$ cat src/hw/rtl/lpqp_pkg.sv
// ----------------------------------------------------------------------------
// Length-prefixed query parser package
// Shared types and constants for the request deframer.
// ----------------------------------------------------------------------------
package lpqp_pkg;

  // Longest byte section that a length word may announce.
  localparam logic [31:0] MAX_FIELD_LEN = 32'd65535;

  // Number of bytes in a word section.
  localparam int unsigned WORD_BYTES = 4;

  // Message sections, in the order in which they arrive.
  typedef enum logic [3:0] {
    SEC_TYPE    = 4'd0,
    SEC_NAMELEN = 4'd1,
    SEC_NAME    = 4'd2,
    SEC_CMD     = 4'd3,
    SEC_KEYLEN  = 4'd4,
    SEC_KEY     = 4'd5,
    SEC_VTYPE   = 4'd6,
    SEC_VALLEN  = 4'd7,
    SEC_VALUE   = 4'd8
  } sec_t;

  // One input beat.
  typedef struct packed {
    logic [7:0] data_byte;
    logic       with_value;
  } in_item_t;

  // One result beat.
  typedef struct packed {
    logic [3:0]  section;
    logic [7:0]  byte_out;
    logic [15:0] byte_offset;
    logic        word_done;
    logic [31:0] word_value;
    logic        message_done;
    logic        length_error;
  } out_item_t;

endpackage

$ cat src/hw/rtl/lpqp_parser.sv
// ----------------------------------------------------------------------------
// Length-prefixed query parser: section tracker
// Holds the parse state and tags each accepted byte with its section, offset
// and any completed word, in a single pass of shallow logic.
// ----------------------------------------------------------------------------
module lpqp_parser (
  input  logic               clk,
  input  logic               rst_n,
  input  logic               accept,
  input  lpqp_pkg::in_item_t in_item,
  output lpqp_pkg::out_item_t result
);

  lpqp_pkg::sec_t sec_r, sec_nxt;
  logic [15:0]    off_r, off_nxt;
  logic [31:0]    shift_r, shift_nxt;
  logic [15:0]    len_r, len_nxt;
  logic           form_r, form_nxt;

  lpqp_pkg::sec_t sec_cur;
  logic           form_cur;
  logic [16:0]    off_inc;
  logic           word_end;
  logic           mdone;
  logic           lerr;

  // Unreachable section codes fall back to the type word section.
  always_comb begin
    unique case (sec_r)
      lpqp_pkg::SEC_TYPE, lpqp_pkg::SEC_NAMELEN, lpqp_pkg::SEC_NAME,
      lpqp_pkg::SEC_CMD, lpqp_pkg::SEC_KEYLEN, lpqp_pkg::SEC_KEY,
      lpqp_pkg::SEC_VTYPE, lpqp_pkg::SEC_VALLEN,
      lpqp_pkg::SEC_VALUE: sec_cur = sec_r;
      default:             sec_cur = lpqp_pkg::SEC_TYPE;
    endcase
  end

  // The message form is sampled on the first byte of a message.
  assign form_cur = (sec_cur == lpqp_pkg::SEC_TYPE && off_r == 16'd0) ?
                    in_item.with_value : form_r;

  assign off_inc   = {1'b0, off_r} + 17'd1;
  assign shift_nxt = {shift_r[23:0], in_item.data_byte};
  assign word_end  = (off_r >= 16'(lpqp_pkg::WORD_BYTES - 1));

  // Next section, offset and length for the byte being taken.
  always_comb begin
    sec_nxt = sec_cur;
    off_nxt = off_inc[15:0];
    len_nxt = len_r;
    mdone   = 1'b0;
    lerr    = 1'b0;
    case (sec_cur)
      lpqp_pkg::SEC_NAME, lpqp_pkg::SEC_KEY, lpqp_pkg::SEC_VALUE: begin
        if (off_inc >= {1'b0, len_r}) begin
          off_nxt = 16'd0;
          if (sec_cur == lpqp_pkg::SEC_NAME) begin
            sec_nxt = lpqp_pkg::SEC_CMD;
          end else if (sec_cur == lpqp_pkg::SEC_KEY && form_cur) begin
            sec_nxt = lpqp_pkg::SEC_VTYPE;
          end else begin
            sec_nxt = lpqp_pkg::SEC_TYPE;
            mdone   = 1'b1;
          end
        end
      end
      default: begin
        if (word_end) begin
          off_nxt = 16'd0;
          if (sec_cur == lpqp_pkg::SEC_TYPE || sec_cur == lpqp_pkg::SEC_CMD ||
              sec_cur == lpqp_pkg::SEC_VTYPE) begin
            sec_nxt = lpqp_pkg::sec_t'(sec_cur + 4'd1);
          end else if (shift_nxt[31] || shift_nxt > lpqp_pkg::MAX_FIELD_LEN) begin
            // Negative or oversized length: restart the parser.
            lerr    = 1'b1;
            sec_nxt = lpqp_pkg::SEC_TYPE;
          end else if (shift_nxt == 32'd0) begin
            // Zero length skips the byte section that follows.
            if (sec_cur == lpqp_pkg::SEC_NAMELEN) begin
              sec_nxt = lpqp_pkg::SEC_CMD;
            end else if (sec_cur == lpqp_pkg::SEC_KEYLEN && form_cur) begin
              sec_nxt = lpqp_pkg::SEC_VTYPE;
            end else begin
              sec_nxt = lpqp_pkg::SEC_TYPE;
              mdone   = 1'b1;
            end
          end else begin
            len_nxt = shift_nxt[15:0];
            sec_nxt = lpqp_pkg::sec_t'(sec_cur + 4'd1);
          end
        end
      end
    endcase
  end

  assign form_nxt = form_cur;

  // Result of the byte being taken.
  always_comb begin
    result.section      = sec_cur;
    result.byte_out     = in_item.data_byte;
    result.byte_offset  = off_r;
    result.word_done    = 1'b0;
    result.word_value   = 32'd0;
    result.message_done = mdone;
    result.length_error = lerr;
    if (sec_cur != lpqp_pkg::SEC_NAME && sec_cur != lpqp_pkg::SEC_KEY &&
        sec_cur != lpqp_pkg::SEC_VALUE && word_end) begin
      result.word_done  = 1'b1;
      result.word_value = shift_nxt;
    end
  end

  // Parse state advances on every accepted beat.
  always_ff @(posedge clk) begin
    if (!rst_n) begin
      sec_r   <= lpqp_pkg::SEC_TYPE;
      off_r   <= 16'd0;
      shift_r <= 32'd0;
      len_r   <= 16'd0;
      form_r  <= 1'b0;
    end else if (accept) begin
      sec_r  <= sec_nxt;
      off_r  <= off_nxt;
      len_r  <= len_nxt;
      form_r <= form_nxt;
      if (sec_cur != lpqp_pkg::SEC_NAME && sec_cur != lpqp_pkg::SEC_KEY &&
          sec_cur != lpqp_pkg::SEC_VALUE) begin
        shift_r <= shift_nxt;
      end
    end
  end

endmodule

$ cat src/hw/rtl/lpqp_out_buf.sv
// ----------------------------------------------------------------------------
// Length-prefixed query parser: result buffer
// Output register with a skid stage, so a new beat can be taken while a
// finished result waits on a stalled receiver.
// ----------------------------------------------------------------------------
module lpqp_out_buf (
  input  logic                clk,
  input  logic                rst_n,
  input  logic                push,
  input  lpqp_pkg::out_item_t push_data,
  output logic                full,
  output logic                out_valid,
  input  logic                out_stall,
  output lpqp_pkg::out_item_t out_data
);

  logic                out_valid_r, out_valid_nxt;
  logic                skid_valid_r, skid_valid_nxt;
  lpqp_pkg::out_item_t out_data_r, out_data_nxt;
  lpqp_pkg::out_item_t skid_data_r, skid_data_nxt;
  logic                take;

  assign take = out_valid_r && !out_stall;

  // Move beats between the skid stage and the output register.
  always_comb begin
    out_valid_nxt  = out_valid_r;
    out_data_nxt   = out_data_r;
    skid_valid_nxt = skid_valid_r;
    skid_data_nxt  = skid_data_r;
    if (take || !out_valid_r) begin
      if (skid_valid_r) begin
        out_valid_nxt  = 1'b1;
        out_data_nxt   = skid_data_r;
        skid_valid_nxt = 1'b0;
      end else begin
        out_valid_nxt = push;
        out_data_nxt  = push_data;
      end
    end else if (push) begin
      skid_valid_nxt = 1'b1;
      skid_data_nxt  = push_data;
    end
  end

  always_ff @(posedge clk) begin
    if (!rst_n) begin
      out_valid_r  <= 1'b0;
      skid_valid_r <= 1'b0;
    end else begin
      out_valid_r  <= out_valid_nxt;
      skid_valid_r <= skid_valid_nxt;
    end
  end

  always_ff @(posedge clk) begin
    out_data_r  <= out_data_nxt;
    skid_data_r <= skid_data_nxt;
  end

  assign full      = skid_valid_r;
  assign out_valid = out_valid_r;
  assign out_data  = out_data_r;

endmodule

$ cat src/hw/rtl/length_prefixed_query_parser_top.sv
// ----------------------------------------------------------------------------
// Length-prefixed query parser, top level
// Splits a request message, one byte per beat, into its type, name, command,
// key and optional value sections, and reports type, length and command words.
//
// Input channel: in_valid / in_stall / in_data carry one message byte and the
// form flag, which is sampled on the first byte of each message. Output
// channel: out_valid / out_stall / out_data carry one result per input byte,
// in order: section, byte, offset within the section, completed word,
// end-of-message and length error flags.
// Each accepted byte's result is registered in the output register, or in
// the skid stage on a stall. Throughput is one byte per cycle while in_stall
// is low, set by the single-pass section logic ahead of the output register.
// When the receiver stalls, the waiting result holds and one more byte is
// still taken into the skid stage; in_stall rises only while that stage is
// occupied. A bad length word flags length_error and the next byte starts a
// new message. Reset returns the parser to the type word section with no
// result pending.
// ----------------------------------------------------------------------------
module length_prefixed_query_parser_top (
  input  logic                clk,
  input  logic                rst_n,
  input  logic                in_valid,
  output logic                in_stall,
  input  lpqp_pkg::in_item_t  in_data,
  output logic                out_valid,
  input  logic                out_stall,
  output lpqp_pkg::out_item_t out_data
);

  logic                accept;
  logic                buf_full;
  lpqp_pkg::out_item_t result;

  // A beat is taken whenever the skid stage is free.
  assign in_stall = buf_full;
  assign accept   = in_valid && !buf_full;

  lpqp_parser u_parser (
    .clk     (clk),
    .rst_n   (rst_n),
    .accept  (accept),
    .in_item (in_data),
    .result  (result)
  );

  lpqp_out_buf u_out_buf (
    .clk       (clk),
    .rst_n     (rst_n),
    .push      (accept),
    .push_data (result),
    .full      (buf_full),
    .out_valid (out_valid),
    .out_stall (out_stall),
    .out_data  (out_data)
  );

endmodule
$ cat config.mk
export PLATFORM = sky130hd
export DESIGN_NAME = length_prefixed_query_parser_top
export DESIGN_NICKNAME = d
export VERILOG_FILES = /design/src/hw/rtl/lpqp_pkg.sv /design/src/hw/rtl/lpqp_parser.sv /design/src/hw/rtl/lpqp_out_buf.sv /design/src/hw/rtl/length_prefixed_query_parser_top.sv
export SDC_FILE = /design/constraint.sdc
export NUM_CORES = 1
export LEC_CHECK = 0
export CAP_MARGIN = 20
export CORE_ASPECT_RATIO = 0.8
export CORE_UTILIZATION = 40
export CTS_CLUSTER_SIZE = 20
export DETAILED_ROUTE_END_ITERATION = 7
export DONT_BUFFER_PORTS = 1
export PLACE_DENSITY_LB_ADDON = 0.05
export REMOVE_ABC_BUFFERS = 1
export SKIP_CTS_REPAIR_TIMING = 1
export SLEW_MARGIN = 40
export SYNTH_ARGS = -nofsm -noshare
export SYNTH_HDL_FRONTEND = slang
export SYNTH_SLANG_ARGS = --single-unit
$ cat constraint.sdc
create_clock -name clk -period 7.39 [get_ports clk]
set_clock_uncertainty 0.2 [all_clocks]
set_input_delay 1.1085 -clock clk [delete_from_list [all_inputs] [get_ports clk]]
set_output_delay 1.1085 -clock clk [all_outputs]
set_load 0.02 [all_outputs]
Yosys cells after proc, flatten, opt, wreduce, memory -nomap -nowiden
Index checks and enable logic that the tools add are counted.
{ "classes": {"mux": 32, "add_sub_neg": 2, "order_cmp": 3, "n_bitwise": 6, "n_eq_ne": 18, "n_reduce_logical": 25} }
{ "op_table": {"columns": ["cell", "n"], "rows": [
  ["63-bit two-way mux", 1],
  ["16-bit two-way mux", 3],
  ["4-bit two-way mux", 9],
  ["33-bit two-way mux", 1],
  ["32-bit by 16-bit > comparator with 1-bit output (second input constant)", 1],
  ["32-bit logical NOT", 1],
  ["4-bit by 3-bit equality test with 1-bit output (second input constant)", 7],
  ["16-bit by 1-bit adder with 17-bit output (second input constant)", 1],
  ["17-bit by 16-bit greater-or-equal comparator with 1-bit output", 1],
  ["4-bit by 2-bit equality test with 1-bit output (second input constant)", 4],
  ["16-bit by 2-bit greater-or-equal comparator with 1-bit output (second input constant)", 1],
  ["16-bit logical NOT", 1],
  ["1-bit two-way mux", 16],
  ["9-bit OR reduction", 1],
  ["4-bit by 1-bit equality test with 1-bit output (second input constant)", 2],
  ["4-bit equality test (second input constant)", 2],
  ["1-bit logical AND", 8],
  ["4-bit logical NOT", 2],
  ["3-bit two-way mux", 2],
  ["1-bit NOT", 6],
  ["6-bit AND reduction", 1],
  ["4-bit by 1-bit adder with 4-bit output (second input constant)", 1],
  ["1-bit logical OR", 4],
  ["4-bit by 2-bit inequality test with 1-bit output (second input constant)", 1],
  ["other kinds (6)", 9]
]} }
{ "totals": {"register_bits": 189, "output_inout_bits": 65} }

Logic depth before layout (Yosys ltp)
Gate-level depths: netlist (run 1).
{ "logic_depth": {"ltp_word": 15, "ltp_mapped": 17} }

Hierarchy
Synthesis (run 1) repeated with hierarchy kept, for this count alone.
{ "hier_totals": {"hier_cells": 714, "area_unflattened_um2": 8997.4} }
{ "modules_own_cells": {"columns": ["mod", "area_each_um2", "seq_area_each_um2", "instances", "cells_per_inst"], "rows": [
  ["lpqp_out_buf", 4922.2, 3823.7, 1, 203],
  ["lpqp_parser", 4061.4, 1221.2, 1, 510],
  ["length_prefixed_query_parser_top", 13.8, 0.0, 1, 1]
]} }

Worst setup path before layout (run 1)
OpenSTA, ideal clock, no wires.
{ "synth_timing": {"path_kind": "input port to flip-flop", "from": "input port out_stall", "to": "register u_out_buf.skid_data_r[0] (netlist name) (enable)", "required_time_ps": 6705, "path_slack_ps": 1349, "stages": 2, "setup_time_ps": 485, "arrival_time_ps": 5357, "path_cell_list": "nand2_1 -> nor2_1"} }
{ "synth_via": {"elab_chain_cells": 5} }
{ "synth_lines": {"columns": ["element", "line_no", "rtl"], "rows": [
  ["start: declaration", "length_prefixed_query_parser_top.sv:27", "input logic out_stall,"],
  ["1-bit logical NOT", "lpqp_out_buf.sv:23", "assign take = out_valid_r && !out_stall;"],
  ["1-bit logical AND", "lpqp_out_buf.sv:23", null],
  ["1-bit logical OR", "lpqp_out_buf.sv:31", "if (take || !out_valid_r) begin"],
  ["1-bit NOT (no line)", null, null],
  ["2-bit AND reduction (no line)", null, null],
  ["end signal: assignment", "lpqp_out_buf.sv:58", "skid_data_r <= skid_data_nxt;"],
  ["end: declaration", "lpqp_out_buf.sv:20", "lpqp_pkg::out_item_t skid_data_r, skid_data_nxt;"]
]} }
Every way passes these cells.
A chain may end at the register's enable or synchronous reset.

Worst setup path after layout (run 1)
{ "layout_timing": {"from": "register u_parser.off_r[2]", "to": "register u_parser.off_r[2]"} }
{ "layout_via": {"elab_chain_cells": 4, "elab_cells_between_ends": 6} }
{ "layout_lines": {"columns": ["element", "line_no", "rtl"], "rows": [
  ["start: declaration", "lpqp_parser.sv:15", "logic [15:0] off_r, off_nxt;"],
  ["start signal: assignment", "lpqp_parser.sv:124", "off_r <= off_nxt;"],
  ["16-bit by 1-bit adder with 17-bit output", "lpqp_parser.sv:42", "assign off_inc = {1'b0, off_r} + 17'd1;"],
  ["17-bit by 16-bit greater-or-equal comparator with 1-bit output", "lpqp_parser.sv:55", "if (off_inc >= {1'b0, len_r}) begin"],
  ["16-bit two-way mux", "lpqp_parser.sv:55", null],
  ["16-bit two-way mux *", "lpqp_parser.sv:53", "case (sec_cur)"]
]} }
Mark *: on every way between the ends. The rest lies on a longest branch, timed or not.

==> results.md, run 1 <==
- Final Max Tran Viols: 0
- DP Wirelength: 12200 um
- Die area: 21450 um^2
- Top cell type's share of synthesized area: 0.4533
- Worst IR drop on VDD: 0.1412 mV
- Min Tclk post-route: 4.548 ns
- WL final: 19100 um
- RSZ-0062 raised after global routing: no
- Area Growth Syn to Fin: 10.51%
- Power, Total: 0.002265 W
- DRT iter0 DRCs: 334
- Fill cells: 1889
- Core footprint: 20140 um^2
- Worst r2r path cells: 15
- Arr. time, crit path: 4.67 ns
- Total number of vias: 5270
- Tcrit/Tclk final: 0.6154
- Nets: 725
- Gr busiest metal: met1
- Max transition margin: 0.5260
- Worst r2r dst: u_parser.off_r[2]
- Synth unique cells: 52
- Required @ worst endpoint: 7.52 ns
- Count leader, synth: edfxtp_1
- H-tree depth: 4
- Mux contribution to synthesized area: 0.07900
- EDFF count, synth: 126
- Num CTS Buffers: 17
- First-pass GRT wire length: 30480 um
- Die H: 131.2 um
- Final setup viols: 0
- Max-cap violations: 0
- GRT Util Overall: 0.1852
- Main synth FF type: edfxtp_1
- Leakage: 3.368 nW
- CP Max Fanout: 13
- Post-Syn Instances: 710
- Gpl congestion: 0.8374
- Port Buffers: 0
- Initial antenna violation count: 0
- Worst Setup Start Kind: flop
- Syn_area_per_cell: 11.76 um^2
- TritonRoute pass-1 iters: 5
- Least-Margin Pin Slew: 0.7080 ns
- Ranking of synthesized cells by area: edfxtp_1 45%, dfxtp_1 15%, mux2_2 7.4%
- Synth Register Bits: 189
- F_max: 219.9 MHz
- TNS Setup: 0 ns
- Clock-pin slew on the worst setup and hold paths: 0.07 ns
- Seq/Total Area, Yosys: 0.6044
- Async SR Flop Fraction: 0
- XOR/XNOR share of the synthesized area: 0.01574
- Post-Synth Adder-Cell Area: 0.03298
- Synth Area in Compound Gates: 0.08829
- Drt via density: 5.450
- Met2 Track Usage GR: 0.2688
- Status: complete, no violations
- Vias in the first global route: 5280
- PwrDens: 245.5 nW/um^2
- Largest net degree at the start of global routing: 77
- Clk Latency, worst-skew pair: 0.43 ns
- IO Pins: 78
- Crit path to: u_parser.off_r[2]
- Commonest cells post-synth: 126 x edfxtp_1, 111 x nand2_1, 63 x dfxtp_1
- CTS root buf: clkbuf_16
- Drt drc: 0
- Synth warn: 0
- Clk sink count: 189
- Initial core utilization: 0.4143
- Synth Area in Simple Gates: 0.1463
- Hold slack: 0.2547 ns
- Netlist Area Pre-Place: 8347 um^2
- Met3 usage: 0.03851
- Final hold vios: 0
- CTS tree: yes
- Diode count: 0
- Element type at the critical path end: flop
- GR Layer Usage met1: 0.2773
- Min-Delay Path Class: reg -> reg
- Critical path type: reg -> reg
- R2R setup slack: 2.84 ns
- Routed length per instance: 19.75 um
- Largest area contributor in the netlist: edfxtp_1
- DIE WIDTH: 163.5 um
- Routed Antenna Nets: 0
- Crit path from: u_parser.off_r[2]
- Total grt overflow: 0
- Layout cell share with drive strength beyond 1: 0.1536
- Main combinational cell family by area after synthesis: simple AND/OR/NAND/NOR gates
- CTS Buffer Depth: 2
- RR Startpoint: u_parser.off_r[2]
- # rows: 46
## sequential cells by signal, summed over array words and instances (netlist names)
register,count
u_parser.off_r,16
u_parser.form_r,1
u_parser.len_r,16
u_parser.shift_r,24
u_out_buf.out_valid,1
u_parser.sec_r,4
u_out_buf.out_data,63
u_out_buf.full,1
u_out_buf.skid_data_r,63
## logic make-up after synthesis
family / Yosys count
muxes: 59
AOI/OAI and AO/OA: 109
xor gates and xnor gates: 15
adders and majority gates: 22
and+or+nand+nor: 246
buffers and inverters: 70
DFF: 189
## critical path: stages (launching register included)
cell     delay, ns
dfxtp_1       0.49
and3_1        0.25
and3_1        0.26
nand2_1       0.10
or3_1         0.47
nor2_1        0.18
xnor2_1       0.16
inv_1         0.07
ha_1          0.29
nand3_1       0.12
nor4b_1       0.43
o31ai_1       0.14
o21ai_0       0.27
o31a_1        0.57
o21ai_0       0.17
a31o_2        0.26
## layout by cell type, fill, tap and decap left out, drive strengths merged, types with 3 or more instances in the layout
master  count
xnor2      12
mux2       55
mux2i       4
inv        31
edfxtp    126
buf         6
o21ai      30
nand4       8
nand2     112
a21oi       9
nand3      33
nor2       21
o31ai       3
clkbuf     18
and3       34
nor4       13
clkinv      4
ha         22
and4        3
dfxtp      63
a21boi     43
nor2b       3
nor3b       5
a31oi       7
xor2        3
nand2b      4
## worst min-delay path by stage
| stage | start | endpoint | cells past startpoint |
|---|---|---|---|
| floorplan | u_parser.len_r[5] | u_parser.len_r[5] | 2 |
| global placement | u_parser.len_r[7] | u_parser.len_r[7] | 2 |
| detailed placement | u_parser.len_r[7] | u_parser.len_r[7] | 2 |
| CTS | u_parser.len_r[7] | u_parser.len_r[7] | 2 |
| global route | u_parser.len_r[9] | u_parser.len_r[9] | 2 |
| finish | u_parser.len_r[10] | u_parser.len_r[10] | 2 |
## routing by layer
layer  part of all wire  up-vias
met5                  0        -
met4             0.0097        0
met3              0.044       13
met2               0.43      118
met1               0.52     2599
li1                   -     2540
## report_power, final
part	total, W	switching (W)	leakage, nW	internal, W
combinational	0.0000951	0.0000627	1.29	0.0000324
clock	0.000954	0.000431	0.299	0.000523
sequential	0.00122	0.0000515	1.78	0.00116
total	0.00226	0.000545	3.37	0.00172
## final cells by class
type / instances / area, um^2 / share of cell area
clock buffer: 18 / 439.2 / 0.04761
clock inverter: 14 / 177.7 / 0.01926
inverter: 25 / 93.84 / 0.01017
multi-input combinational: 451 / 3069 / 0.3327
sequential: 189 / 5049 / 0.5473
tap: 264 / 330.3 / 0.03581
timing repair buffer: 6 / 65.06 / 0.007054
## stage by stage
| step | area [um^2] | cells | utilization | setup WS (ns) |
|---|---|---|---|---|
| CTS | 9191 | 966 | 0.4563 | 2.898 |
| global placement | 8561 | 934 | 0.4250 | 3.227 |
| global route | 9224 | 967 | 0.4579 | 2.562 |
| detailed placement | 8574 | 934 | 0.4257 | 2.933 |
| finish | 9224 | 967 | 0.4579 | 2.842 |
| floorplan | 8163 | 665 | - | 1.349 |
Note: power is estimated with default switching activity, not from simulation.
==> inputs of run 2 (changes only) <==
--- a/config.mk
+++ b/config.mk
@@ -5,6 +5,7 @@
 export SDC_FILE = /design/constraint.sdc
 export NUM_CORES = 1
 export LEC_CHECK = 0
+export ABC_AREA = 1
 export CAP_MARGIN = 20
 export CORE_ASPECT_RATIO = 0.8
 export CORE_UTILIZATION = 40
==> constraint.sdc (replaced) <==
create_clock -name clk -period 4.7 [get_ports clk]
set_clock_uncertainty 0.2 [all_clocks]
set_input_delay 0.705 -clock clk [delete_from_list [all_inputs] [get_ports clk]]
set_output_delay 0.705 -clock clk [all_outputs]
set_load 0.02 [all_outputs]
==> results.md, run 2 <==
- Vias in the first global route: 5619 (+6.4%)
- Gpl congestion: 0.8063 (-3.7%)
- Commonest non-fill, non-tap cell in the layout: nand2_1
- Diode count: 0 (unchanged)
- TNS Setup: 0 ns (unchanged)
- Clk Latency, worst-skew pair: 0.43 ns (about the same)
- Die H: 131.9 um (+0.56%)
- Initial core utilization: 0.4079 (-0.006466)
- Largest net degree at the start of global routing: 49 (-36%)
- DRT iter0 DRCs: 395 (+18%)
- Final Max Tran Viols: 0 (unchanged)
- Routed length per instance: 16.54 um (-16%)
- Routed Antenna Nets: 0 (unchanged)
- Min Tclk post-route: 3.523 ns (-1.025 ns)
- Least-Margin Pin Slew: 0.7893 ns (+0.08126 ns)
- Commonest non-fill, non-tap cells in the layout: 225 x nand2_1, 126 x edfxtp_1, 93 x nor2_1, 91 x inv_1, 62 x dfxtp_1
- Worst r2r path cells: 19 (+4)
- Hold slack: 0.1658 ns (-0.08892 ns)
- Clk sink count: 189 (unchanged)
- DIE WIDTH: 164.4 um (+0.57%)
- Synth warn: 0 (unchanged)
- CTS root buf: clkbuf_16
- Drt via density: 5.012 (-8.0%)
- Max-cap violations: 0 (unchanged)
- Port Buffers: 0 (unchanged)
- PwrDens: 391.0 nW/um^2 (+59%)
- Main synth FF type: edfxtp_1
- Area Growth Syn to Fin: 9.810%
- Element type at the critical path end: flop
- Top cell type's share of synthesized area: 0.4481 (-0.005173)
- Async SR Flop Fraction: 0 (unchanged)
- F_max: 283.9 MHz (+29%)
- Initial antenna violation count: 0 (unchanged)
- Syn_area_per_cell: 9.616 um^2 (-18%)
- CTS Buffer Depth: 2 (unchanged)
- Netlist Area Pre-Place: 8443 um^2 (+1.2%)
- Count leader, synth: nand2_1
- H-tree depth: 4 (unchanged)
- Ranking of synthesized cells by area: edfxtp_1 45%, dfxtp_1 15%, nand2_1 10%
- Nets: 903 (+25%)
- Die area: 21700 um^2 (+1.1%)
- CP Max Fanout: 18 (+5)
- Critical path type: reg -> reg
- RSZ-0062 raised after global routing: no
- EDFF count, synth: 126 (unchanged)
- IO Pins: 78 (unchanged)
- TritonRoute pass-1 iters: 6 (+1)
- Final hold vios: 0 (unchanged)
- Area occupied by multi-input gates: 2865 um^2 (-6.6%)
- Leakage: 3.739 nW (+11%)
- Seq. cell area: 5046 um^2 (about the same)
- Num CTS Buffers: 17 (unchanged)
- Seq/Total Area, Yosys: 0.5975 (-0.006897)
- Tcrit/Tclk final: 0.7495 (+0.1341)
- First-pass GRT wire length: 30300 um (-0.57%)
- Required @ worst endpoint: 4.69 ns (-2.83 ns)
- Core footprint: 20700 um^2 (+2.8%)
- Max transition margin: 0.4732 (-0.05276)
- Synth unique cells: 36 (-31%)
- DP Wirelength: 12530 um (+2.7%)
- CTS tree: yes
- Status: complete, no violations
- Arr. time, crit path: 3.51 ns (-1.16 ns)
- Layout cell share with drive strength beyond 1: 0.08967 (-0.06396)
- Clock-pin slew on the worst setup and hold paths: 0.08 ns (about the same)
- Power, Total: 0.003625 W (+60%)
- Hold Path Cell Cnt: 0 (-2)
- Commonest cells post-synth: 226 x nand2_1, 126 x edfxtp_1, 94 x nor2_1
- Total grt overflow: 0 (unchanged)
- Synth Register Bits: 189 (unchanged)
- Fill cells: 2036 (+7.8%)
- # rows: 47 (+2.2%)
- Worst IR drop on VDD: 0.2482 mV (+76%)
- Drt drc: 0 (unchanged)
- Post-Syn Instances: 878 (+24%)
- Final setup viols: 0 (unchanged)
- Worst Setup Start Kind: flop
- GRT Util Overall: 0.1816 (-0.003607)
- Min-Delay Path Class: in -> reg
- WL final: 19020 um (-0.41%)
- Total number of vias: 5764 (+9.4%)
- Largest area contributor in the netlist: edfxtp_1
[run 2: cell types whose count changed after synthesis, sizes merged, moves of 43 or more]
cell	delta
a21oi	+45
nand2	+120
a21boi	-43
inv	+67
nor2	+83
mux2	-55
[run 2: area by class of cell]
class,count,share of cell area
Inverter,95,0.03887
Clock buffer,17,0.04588
Sequential cell,189,0.5443
Tap cell,269,0.03630
Multi-Input combinational cell,556,0.3090
Clock inverter,15,0.01700
Timing Repair Buffer,9,0.008637
[run 2: final timing paths]
path | startpoint | to | slack (ns)
min | in_data[2] | u_out_buf.skid_data_r[52] | 0.17
min reg2reg | u_parser.shift_r[17] | u_parser.shift_r[17] | 0.27
max | u_parser.off_r[0] | u_out_buf.out_data[1] | 1.18
max reg2reg | u_parser.off_r[0] | u_out_buf.out_data[1] | 1.18
[run 2: critical path: stages (launching register included)]
cell and delay, ns:
dfxtp_1 0.42, ha_1 0.22, nand2_1 0.09, nor2_2 0.15
nand2_2 0.11, nor2_4 0.11, nand2_2 0.07, nor2_4 0.13
nand2_1 0.08, xor2_1 0.13, inv_1 0.08, ha_1 0.29
a21oi_1 0.15, o21bai_1 0.09, a41oi_1 0.36, nand3_2 0.19
nand2_4 0.23, o21ai_2 0.09, nand2_1 0.06, nand2_1 0.05
[run 2: per-stage QoR]
| stage | setup slack (ns) | instance area (um^2) | utilization | instances |
|---|---|---|---|---|
| after CTS | 1.158 | 9271 | 0.4479 | 1150 |
| after global placement | 1.304 | 8666 | 0.4186 | 1117 |
| after detailed placement | 1.156 | 8688 | 0.4197 | 1118 |
| after global routing | 0.8161 | 9271 | 0.4479 | 1150 |
| after floorplan | -0.9409 | 8253 | - | 840 |
| final | 1.177 | 9271 | 0.4479 | 1150 |
[run 2: cell families after synthesis]
group / Yosys count / synth area share
compound gates: 136 / 0.09588
simple gates: 384 / 0.1946
flops: 189 / 0.5975
fa+ha+maj: 22 / 0.03260
xor+xnor: 14 / 0.01452
buf+inv: 133 / 0.06491
[run 2: power breakdown]
| group | internal (W) | total [W] | switching (W) | leakage (nW) |
|---|---|---|---|---|
| combinational | 0.0000686 | 0.000249 | 0.000180 | 1.58 |
| clock | 0.000754 | 0.00144 | 0.000691 | 0.287 |
| sequential | 0.00184 | 0.00193 | 0.0000871 | 1.87 |
[run 2: metal layers]
layer,track usage,vias to the layer above,wire [um]
met5,0,-,0
met4,0.03313,0,135
met3,0.04656,11,799
met2,0.2768,119,8483
met1,0.2621,2758,9604
li1,-,2876,-
